**src/rtl/nso_pkg.sv**
```systemverilog
// ----------------------------------------------------------------------------
// nso_pkg
// Types and constants shared by the note sequencer oscillator modules.
// ----------------------------------------------------------------------------
package nso_pkg;

	localparam logic OPCODE_TICK  = 1'b0;
	localparam logic OPCODE_WRITE = 1'b1;

	localparam logic [1:0] REG_REFERENCE_STEP = 2'd0;
	localparam logic [1:0] REG_VOLUME         = 2'd1;
	localparam logic [1:0] REG_PATTERN_LENGTH = 2'd2;

	localparam logic [31:0] RESET_REFERENCE_STEP = 32'd39370534;
	localparam logic [15:0] RESET_VOLUME         = 16'd16384;
	localparam logic [6:0]  RESET_PATTERN_LENGTH = 7'd1;

	localparam logic [31:0] Q30_ONE = 32'd1073741824;
	localparam logic [31:0] SIN_C1  = 32'd1686629713;
	localparam logic [31:0] SIN_C3  = 32'd693598669;
	localparam logic [31:0] SIN_C5  = 32'd85569306;
	localparam logic [31:0] SIN_C7  = 32'd5026995;

	typedef enum logic [3:0] {
		ST_IDLE,
		ST_CHECK,
		ST_REREAD,
		ST_STEP_MUL,
		ST_STEP_ADD,
		ST_WAVE,
		ST_T2,
		ST_R5,
		ST_R3,
		ST_R1,
		ST_S,
		ST_CAP,
		ST_SCALE,
		ST_DONE
	} state_t;

	typedef enum logic [3:0] {
		OP_NONE,
		OP_WRITE,
		OP_CHECK,
		OP_STEP_MUL,
		OP_STEP_ADD,
		OP_WAVE,
		OP_T2,
		OP_R5,
		OP_R3,
		OP_R1,
		OP_S,
		OP_CAP,
		OP_SCALE
	} dp_op_t;

	typedef struct packed {
		dp_op_t op;
		logic   load_out;
	} dp_cmd_t;

	typedef struct packed {
		logic due;
		logic wave;
	} dp_status_t;

	// 2^(s/12) in unsigned q2.30
	function automatic logic [31:0] semitone_ratio(input logic [3:0] s);
		logic [31:0] r;
		case (s)
			4'd1:    r = 32'd1137589835;
			4'd2:    r = 32'd1205234447;
			4'd3:    r = 32'd1276901417;
			4'd4:    r = 32'd1352829926;
			4'd5:    r = 32'd1433273380;
			4'd6:    r = 32'd1518500250;
			4'd7:    r = 32'd1608794974;
			4'd8:    r = 32'd1704458901;
			4'd9:    r = 32'd1805811301;
			4'd10:   r = 32'd1913190429;
			4'd11:   r = 32'd2026954652;
			default: r = 32'd1073741824;
		endcase
		return r;
	endfunction

endpackage

```
**src/rtl/note_sequencer_oscillator.sv**
```systemverilog
// ----------------------------------------------------------------------------
// note_sequencer_oscillator
// Step sequencer over a pattern of notes driving a phase accumulator
// oscillator with sine or square output, gain and saturation.
//
//   channel  signals                                  direction
//   in       in_valid/in_ready, opcode, entry_*        input words
//   out      out_valid/out_ready, left/right_sample,   result words
//            note_position
//   cfg      cfg_write, cfg_index, cfg_data            register writes
//
// a write word is taken in the idle state; a tick steps from accept to the next
// accept through the polynomial for sine and skips it for square, with one more
// step when the note advances, all set by the single 32x32 multiplier stepping
// through phase step, polynomial and gain
// reset clears pointer, sample count, phase and the registers; pattern
// memory holds no reset value
// a finished result waits in the output register; a tick whose result
// finds that register full holds in its last step until it drains
// ----------------------------------------------------------------------------
module note_sequencer_oscillator #(
	parameter int PATTERN_DEPTH   = 64,
	parameter int SINE_TABLE_BITS = 10,
	parameter int SAMPLE_BITS     = 16
) (
	input  logic                          clk,
	input  logic                          arst_n,
	input  logic                          in_valid,
	output logic                          in_ready,
	input  logic                          opcode,
	input  logic [5:0]                    entry_index,
	input  logic [6:0]                    entry_key,
	input  logic                          entry_wave,
	input  logic [15:0]                   entry_duration,
	output logic                          out_valid,
	input  logic                          out_ready,
	output logic signed [SAMPLE_BITS-1:0] left_sample,
	output logic signed [SAMPLE_BITS-1:0] right_sample,
	output logic [5:0]                    note_position,
	input  logic                          cfg_write,
	input  logic [1:0]                    cfg_index,
	input  logic [31:0]                   cfg_data
);
	import nso_pkg::*;

	dp_cmd_t                cmd;
	dp_status_t             status;
	logic [SAMPLE_BITS-1:0] sample;
	logic [5:0]             position;
	logic                   out_free;
	logic                   out_valid_q;
	logic [SAMPLE_BITS-1:0] sample_q;
	logic [5:0]             position_q;

	assign out_free = !out_valid_q || out_ready;

	nso_ctrl u_ctrl (
		.clk      (clk),
		.arst_n   (arst_n),
		.in_valid (in_valid),
		.opcode   (opcode),
		.out_free (out_free),
		.status   (status),
		.in_ready (in_ready),
		.cmd      (cmd)
	);

	nso_datapath #(
		.PATTERN_DEPTH   (PATTERN_DEPTH),
		.SINE_TABLE_BITS (SINE_TABLE_BITS),
		.SAMPLE_BITS     (SAMPLE_BITS)
	) u_datapath (
		.clk            (clk),
		.arst_n         (arst_n),
		.cmd            (cmd),
		.cfg_write      (cfg_write),
		.cfg_index      (cfg_index),
		.cfg_data       (cfg_data),
		.entry_index    (entry_index),
		.entry_key      (entry_key),
		.entry_wave     (entry_wave),
		.entry_duration (entry_duration),
		.status         (status),
		.sample         (sample),
		.position       (position)
	);

	// output word register
	always_ff @(posedge clk or negedge arst_n) begin
		if (!arst_n) begin
			out_valid_q <= 1'b0;
		end else if (cmd.load_out) begin
			out_valid_q <= 1'b1;
		end else if (out_ready) begin
			out_valid_q <= 1'b0;
		end
	end

	always_ff @(posedge clk) begin
		if (cmd.load_out) begin
			sample_q   <= sample;
			position_q <= position;
		end
	end

	assign out_valid     = out_valid_q;
	assign left_sample   = $signed(sample_q);
	assign right_sample  = $signed(sample_q);
	assign note_position = position_q;

endmodule

```
**src/rtl/nso_ctrl.sv**
```systemverilog
// ----------------------------------------------------------------------------
// nso_ctrl
// Sequencer for one input word: pattern write or the steps of one sample tick.
// ----------------------------------------------------------------------------
module nso_ctrl (
	input  logic                clk,
	input  logic                arst_n,
	input  logic                in_valid,
	input  logic                opcode,
	input  logic                out_free,
	input  nso_pkg::dp_status_t status,
	output logic                in_ready,
	output nso_pkg::dp_cmd_t    cmd
);
	import nso_pkg::*;

	state_t state_q, state_d;

	always_ff @(posedge clk or negedge arst_n) begin
		if (!arst_n) begin
			state_q <= ST_IDLE;
		end else begin
			state_q <= state_d;
		end
	end

	always_comb begin
		state_d      = state_q;
		in_ready     = 1'b0;
		cmd.op       = OP_NONE;
		cmd.load_out = 1'b0;
		unique case (state_q)
			ST_IDLE: begin
				in_ready = 1'b1;
				if (in_valid) begin
					if (opcode == OPCODE_WRITE) begin
						cmd.op = OP_WRITE;
					end else begin
						state_d = ST_CHECK;
					end
				end
			end
			ST_CHECK: begin
				cmd.op  = OP_CHECK;
				state_d = status.due ? ST_REREAD : ST_STEP_MUL;
			end
			ST_REREAD: begin
				state_d = ST_STEP_MUL;
			end
			ST_STEP_MUL: begin
				cmd.op  = OP_STEP_MUL;
				state_d = ST_STEP_ADD;
			end
			ST_STEP_ADD: begin
				cmd.op  = OP_STEP_ADD;
				state_d = ST_WAVE;
			end
			ST_WAVE: begin
				cmd.op  = OP_WAVE;
				state_d = status.wave ? ST_SCALE : ST_T2;
			end
			ST_T2: begin
				cmd.op  = OP_T2;
				state_d = ST_R5;
			end
			ST_R5: begin
				cmd.op  = OP_R5;
				state_d = ST_R3;
			end
			ST_R3: begin
				cmd.op  = OP_R3;
				state_d = ST_R1;
			end
			ST_R1: begin
				cmd.op  = OP_R1;
				state_d = ST_S;
			end
			ST_S: begin
				cmd.op  = OP_S;
				state_d = ST_CAP;
			end
			ST_CAP: begin
				cmd.op  = OP_CAP;
				state_d = ST_SCALE;
			end
			ST_SCALE: begin
				cmd.op  = OP_SCALE;
				state_d = ST_DONE;
			end
			ST_DONE: begin
				if (out_free) begin
					cmd.load_out = 1'b1;
					state_d      = ST_IDLE;
				end
			end
			default: begin
				state_d = ST_IDLE;
			end
		endcase
	end

endmodule

```
**src/rtl/nso_datapath.sv**
```systemverilog
// ----------------------------------------------------------------------------
// nso_datapath
// Pattern memory, note pointer, phase accumulator and a shared multiplier
// that works through phase step, sine polynomial and gain in turn.
// ----------------------------------------------------------------------------
module nso_datapath #(
	parameter int PATTERN_DEPTH   = 64,
	parameter int SINE_TABLE_BITS = 10,
	parameter int SAMPLE_BITS     = 16
) (
	input  logic                     clk,
	input  logic                     arst_n,
	input  nso_pkg::dp_cmd_t         cmd,
	input  logic                     cfg_write,
	input  logic [1:0]               cfg_index,
	input  logic [31:0]              cfg_data,
	input  logic [5:0]               entry_index,
	input  logic [6:0]               entry_key,
	input  logic                     entry_wave,
	input  logic [15:0]              entry_duration,
	output nso_pkg::dp_status_t      status,
	output logic [SAMPLE_BITS-1:0]   sample,
	output logic [5:0]               position
);
	import nso_pkg::*;

	localparam int PW = (PATTERN_DEPTH > 1) ? $clog2(PATTERN_DEPTH) : 1;
	localparam logic [10:0] DEPTH_EXT = 11'(PATTERN_DEPTH);
	localparam int QB = SINE_TABLE_BITS - 2;
	localparam logic [SAMPLE_BITS:0] HALF = {2'b01, {(SAMPLE_BITS-1){1'b0}}};

	// configuration
	logic [31:0] reference_step_q;
	logic [15:0] volume_q;
	logic [6:0]  pattern_length_q;

	always_ff @(posedge clk or negedge arst_n) begin
		if (!arst_n) begin
			reference_step_q <= RESET_REFERENCE_STEP;
			volume_q         <= RESET_VOLUME;
			pattern_length_q <= RESET_PATTERN_LENGTH;
		end else if (cfg_write) begin
			unique case (cfg_index)
				REG_REFERENCE_STEP: reference_step_q <= cfg_data;
				REG_VOLUME:         volume_q         <= cfg_data[15:0];
				REG_PATTERN_LENGTH: pattern_length_q <= cfg_data[6:0];
				default:            ;
			endcase
		end
	end

	// pattern memory
	logic [23:0]   mem [PATTERN_DEPTH];
	logic [23:0]   rdata_q;
	logic [PW-1:0] pointer_q;
	logic [15:0]   index_ext;
	logic          mem_we;

	assign index_ext = 16'(entry_index);
	assign mem_we    = (cmd.op == OP_WRITE) && (index_ext < 16'(PATTERN_DEPTH));

	always_ff @(posedge clk) begin
		if (mem_we) begin
			mem[index_ext[PW-1:0]] <= {entry_duration, entry_wave, entry_key};
		end
		rdata_q <= mem[pointer_q];
	end

	// pointer advance
	logic [10:0]   len;
	logic [10:0]   length_ext;
	logic [10:0]   next_ext;
	logic [PW-1:0] next_ptr;
	logic [15:0]   elapsed_q;
	logic [15:0]   pos_ext;

	always_comb begin
		length_ext = 11'(pattern_length_q);
		if (length_ext == 11'd0) begin
			len = 11'd1;
		end else if (length_ext > DEPTH_EXT) begin
			len = DEPTH_EXT;
		end else begin
			len = length_ext;
		end
		next_ext = 11'(pointer_q) + 11'd1;
		next_ptr = (next_ext >= len) ? '0 : next_ext[PW-1:0];
	end

	assign status.due  = elapsed_q >= rdata_q[23:8];
	assign pos_ext     = 16'(pointer_q);
	assign position    = pos_ext[5:0];

	// phase step operands
	logic [63:0] prod_q;
	logic [7:0]  key_d;
	logic [15:0] key_recip;
	logic [3:0]  oct;
	logic [7:0]  semi;
	logic [3:0]  oct_q;
	logic        wave_q;
	logic [5:0]  shift_amt;
	logic [63:0] step_full;

	assign key_d     = 8'(rdata_q[6:0]) + 8'd3;
	assign key_recip = 16'(key_d) * 16'd171;
	assign oct       = key_recip[14:11];
	assign semi      = key_d - (8'({oct, 3'b000}) + 8'({oct, 2'b00}));
	assign shift_amt = 6'd36 - 6'(oct_q);
	assign step_full = prod_q >> shift_amt;
	assign status.wave = wave_q;

	// sine index
	logic [31:0]              phase_q;
	logic [SINE_TABLE_BITS-1:0] sidx;
	logic [QB:0]              p_mir;
	logic [31:0]              t_val;

	always_comb begin
		sidx = phase_q[31 -: SINE_TABLE_BITS];
		if (sidx[QB]) begin
			p_mir = {1'b1, {QB{1'b0}}} - {1'b0, sidx[QB-1:0]};
		end else begin
			p_mir = {1'b0, sidx[QB-1:0]};
		end
		t_val = 32'(p_mir) << (32 - SINE_TABLE_BITS);
	end

	// shared multiplier
	logic [31:0] prod_hi;
	logic [31:0] mul_a;
	logic [31:0] mul_b;
	logic        mul_en;
	logic [31:0] t_q;
	logic [31:0] t2_q;
	logic [31:0] mag_q;
	logic        neg_q;

	assign prod_hi = prod_q[61:30];

	always_comb begin
		mul_a  = t_q;
		mul_b  = t_q;
		mul_en = 1'b1;
		unique case (cmd.op)
			OP_STEP_MUL: begin
				mul_a = reference_step_q;
				mul_b = semitone_ratio(semi[3:0]);
			end
			OP_T2: begin
				mul_a = t_q;
				mul_b = t_q;
			end
			OP_R5: begin
				mul_a = prod_hi;
				mul_b = SIN_C7;
			end
			OP_R3: begin
				mul_a = t2_q;
				mul_b = SIN_C5 - prod_hi;
			end
			OP_R1: begin
				mul_a = t2_q;
				mul_b = SIN_C3 - prod_hi;
			end
			OP_S: begin
				mul_a = t_q;
				mul_b = SIN_C1 - prod_hi;
			end
			OP_SCALE: begin
				mul_a = mag_q;
				mul_b = 32'(volume_q);
			end
			default: begin
				mul_en = 1'b0;
			end
		endcase
	end

	always_ff @(posedge clk) begin
		if (mul_en) begin
			prod_q <= mul_a * mul_b;
		end
		case (cmd.op)
			OP_STEP_MUL: begin
				oct_q  <= oct;
				wave_q <= rdata_q[7];
			end
			OP_WAVE: begin
				t_q   <= t_val;
				neg_q <= phase_q[31];
				mag_q <= Q30_ONE;
			end
			OP_R5: begin
				t2_q <= prod_hi;
			end
			OP_CAP: begin
				mag_q <= (prod_hi > Q30_ONE) ? Q30_ONE : prod_hi;
			end
			default: ;
		endcase
	end

	// sequencer state
	always_ff @(posedge clk or negedge arst_n) begin
		if (!arst_n) begin
			pointer_q <= '0;
			elapsed_q <= '0;
			phase_q   <= '0;
		end else begin
			case (cmd.op)
				OP_CHECK: begin
					if (status.due) begin
						elapsed_q <= '0;
						pointer_q <= next_ptr;
					end
				end
				OP_STEP_ADD: begin
					phase_q <= phase_q + step_full[31:0];
					if (elapsed_q != 16'hFFFF) begin
						elapsed_q <= elapsed_q + 16'd1;
					end
				end
				default: ;
			endcase
		end
	end

	// gain and saturation
	logic [SAMPLE_BITS:0] v;
	logic [SAMPLE_BITS:0] v_sat;
	logic [SAMPLE_BITS:0] v_neg;

	always_comb begin
		v = prod_q[46 -: (SAMPLE_BITS + 1)];
		if (neg_q) begin
			v_sat = (v > HALF) ? HALF : v;
		end else begin
			v_sat = (v > HALF - 1'b1) ? HALF - 1'b1 : v;
		end
		v_neg  = '0 - v_sat;
		sample = neg_q ? v_neg[SAMPLE_BITS-1:0] : v_sat[SAMPLE_BITS-1:0];
	end

endmodule
```
**config.mk**
```make
export PLATFORM = sky130hd
export DESIGN_NAME = note_sequencer_oscillator
export DESIGN_NICKNAME = d
export VERILOG_FILES = /design/src/rtl/nso_pkg.sv /design/src/rtl/note_sequencer_oscillator.sv /design/src/rtl/nso_ctrl.sv /design/src/rtl/nso_datapath.sv
export SDC_FILE = /design/constraint.sdc
export NUM_CORES = 2
export LEC_CHECK = 0
export BUFFER_PORTS_ARGS = -buffer_cell sky130_fd_sc_hd__buf_2
export CAP_MARGIN = 15
export CORE_MARGIN = 2
export CORE_UTILIZATION = 50
export CTS_BUF_LIST = sky130_fd_sc_hd__clkbuf_4 sky130_fd_sc_hd__clkbuf_8 sky130_fd_sc_hd__clkbuf_16
export DETAILED_ROUTE_END_ITERATION = 12
export PLACE_DENSITY_LB_ADDON = 0.1
export SLEW_MARGIN = 5
export SYNTH_ARGS = -nofsm -noshare
export SYNTH_HDL_FRONTEND = slang
export SYNTH_SLANG_ARGS = --single-unit
```
**constraint.sdc**
```tcl
create_clock -name clk -period 12.84 [get_ports clk]
set_clock_uncertainty 0.2 [all_clocks]
set_input_delay 1.284 -clock clk [delete_from_list [all_inputs] [get_ports clk]]
set_output_delay 1.284 -clock clk [all_outputs]
set_load 0.01 [all_outputs]
```
==> impl_metrics.env <==
export IMPL_ys_warn_count=0
export IMPL_grt_max_degree=117
export IMPL_hpwl_um=248000
export IMPL_crit_type="register to register"
export IMPL_die_y_um=481
export IMPL_clkTransAtPathRegs_ns=0.06
export IMPL_grt_overflow=0
export IMPL_initial_core_util_pct=50.1
export IMPL_clock_latency_ns=0.88
export IMPL_crit_family="adder cells"
export IMPL_grt_pass1_vias=76900
export IMPL_wire_per_inst_um=28.0
export IMPL_synth_area_leaders="edfxtp_1 (45%), fa_1 (16%), mux4_2 (5.0%), ha_1 (4.2%), inv_1 (3.4%)"
export IMPL_syn_mean_instance_area_um2=12.5
export IMPL_row_count=175
export IMPL_grt_pass1_wl_um=520000
export IMPL_cpMostUsedCell="fa_1"
export IMPL_tightestPinTransition_ns=1.27
export IMPL_cp_required_ns=13.30
export IMPL_layout_commonest_cell="edfxtp_1"
export IMPL_critPathLaunchType="register"
export IMPL_ys_types=92
export IMPL_antenna_found_initial=16
export IMPL_cap_viol_max_count=0
export IMPL_hold_viol_final=0
export IMPL_io_buffers=109
export IMPL_finalSetupViolations=0
export IMPL_yosysTopAreaCell="edfxtp_1"
export IMPL_max_stage_delay_ns=0.61
export IMPL_cp_data_arrival_time_ns=13.03
export IMPL_min_period_ns=12.58
export IMPL_drt_iter0_markers=6581
export IMPL_finalInstanceArea_mm2=0.129
export IMPL_vias_per_cell=5.92
export IMPL_path_max_fanout=17
export IMPL_slew_headroom_pct=14.3
export IMPL_ant_nets=0
export IMPL_cts_sinks=1839
export IMPL_drt_pass1_iter_count=6
export IMPL_coreArea_mm2=0.227
export IMPL_grt_usage_pct=30.9
export IMPL_path_buf_inv=12
export IMPL_holdBufCountCts=0
export IMPL_period_share_pct=98.0
export IMPL_slowest_stage="fa_1"
export IMPL_hold_class="primary input to asynchronous set/reset pin"
export IMPL_rsz0062_at_grt="yes"
export IMPL_fin_nets=10900
export IMPL_routed_wl_um=355000
export IMPL_syn_area_mm2=0.114
export IMPL_async_flop_share_pct=6.20
export IMPL_dieWidth_um=481
export IMPL_synth_seq_cells=1839
export IMPL_synth_cells=9113
export IMPL_synth_seq_area_share_pct=47.9
export IMPL_synth_ff_type="edfxtp_1"
export IMPL_area_growth_syn_to_layout_pct=13.5
export IMPL_dieArea_mm2=0.231
export IMPL_numCtsBuffers=191
export IMPL_fmax_ghz=0.0795
export IMPL_synth_edff_count=1701
export IMPL_placed_area_mm2=0.121
export IMPL_layout_common_cells="edfxtp_1 (1701), inv_1 (1026), fa_1 (899)"
export IMPL_cts_root_buf="clkbuf_16"
export IMPL_finalMaxSlewViolations=0
export IMPL_clockBufferDepth=3
export IMPL_synth_top_area_share_pct=44.9
export IMPL_fillers=18800
export IMPL_drive_gt1_share_pct=18.0
export IMPL_cts_tree="built"
export IMPL_gp_congestion=0.963
export IMPL_vias=75000
export IMPL_drc=0
export IMPL_worstSetupEndpointType="register"
export IMPL_htree_levels=4
export IMPL_status="finished, final reports clean"
export IMPL_ios=110
-- synth_stat cells, types with 105 or more instances --
master,n
nor2_1,740
fa_1,909
clkbuf_1,367
mux2_2,163
nand2_1,796
edfxtp_1,1701
a21oi_1,432
mux4_2,252
o21ai_0,343
nand3_1,105
o221ai_1,107
o22ai_1,113
inv_1,1035
ha_1,386
mux2i_1,329
-- sequential cells by signal (all words and copies together), names as in the netlist, 4 cells and up --
register	flops
left_sample	16
note_position	6
u_ctrl.state_q	4
u_datapath.elapsed_q	16
u_datapath.mag_q	32
u_datapath.mem	1536
u_datapath.oct_q	4
u_datapath.pattern_length_q	7
u_datapath.phase_q	32
u_datapath.position	6
u_datapath.prod_q	64
u_datapath.rdata_q	24
u_datapath.reference_step_q	32
u_datapath.t2_q	32
u_datapath.t_q	9
u_datapath.volume_q	16
-- metal layers --
| layer | part of all wire, % | track usage (%) |
|---|---|---|
| met5 | 0.024 | 0 |
| met4 | 5.9 | 15.5 |
| met3 | 5.7 | 3.93 |
| met2 | 50 | 52.9 |
| met1 | 39 | 38.8 |
-- area by class of cell --
type / instances / area [um2] / share of cell area, %
clock inverter: 115 / 1220 / 0.943
inverter: 1038 / 3900 / 3.02
timing repair buffer: 733 / 6170 / 4.78
tap: 3009 / 3760 / 2.92
antenna: 9 / 22.5 / 0.0175
sequential: 1839 / 54500 / 42.2
clock buffer: 245 / 5260 / 4.08
multi-input combinational: 5690 / 54300 / 42.0
-- worst reg2reg max path: cells and delay by family (launching register included) --
family | cells | cell delay, ns
AND/OR/NAND/NOR | 9 | 1.60
AO/OA/AOI/OAI | 8 | 1.81
flip-flops | 1 | 0.32
XOR/XNOR | 4 | 0.57
buffers and inverters | 12 | 1.55
adder cells (fa/ha/maj) | 15 | 6.38
-- logic make-up after synthesis --
group | count (synthesis) | share of synthesized area [%]
AND/OR/NAND/NOR | 2049 | 7.80
flip-flops | 1839 | 47.9
AO/OA/AOI/OAI | 1439 | 7.96
other | 1 | 0.00330
adder cells (fa/ha/maj) | 1295 | 20.2
multiplexers | 744 | 9.50
XOR/XNOR | 161 | 1.25
buffers and inverters | 1585 | 5.38
-- final timing paths --
| check | from | endpoint | slack (ns) | cells past startpoint |
|---|---|---|---|---|
| min reg2reg | u_datapath.rdata_q[7] | u_datapath.wave_q | 0.20 | 0 |
| max | u_datapath.rdata_q[0] | u_datapath.prod_q[61] | 0.26 | 48 |
| min in group clk | u_datapath.rdata_q[7] | u_datapath.wave_q | 0.20 | 0 |
| max in group asynchronous | arst_n | u_datapath.reference_step_q[16] | 10.83 | 2 |
| max reg2reg | u_datapath.rdata_q[0] | u_datapath.prod_q[61] | 0.26 | 48 |
| min | arst_n | u_datapath.phase_q[5] | 0.18 | 1 |
-- repair_timing --
item / in CTS / in global routing
cloned: 0 / 2
buffers inserted: 2 / 32
endpoints found under the setup margin: 26 / 37
gates resized for setup: 26 / 125
pin swaps: 6 / 66
-- through the flow --
step	setup slack (ns)	util, %	TNS (ns)	hold slack, ns	cells
final	0.263	56.9	0	0.180	12700
after global routing	-0.0544	56.9	-0.162	0.200	12700
after CTS	0.00943	56.4	0	0.169	12600
after detailed placement	-0.352	53.5	-3.23	0.189	12300
after global placement	-0.289	53.5	-2.93	0.192	12300
after floorplan	0.0431	-	0	0.186	9114
Power is left out: the tool's default activity adds up to more than one toggle a clock period on the data nets, which glitch-free logic cannot reach.
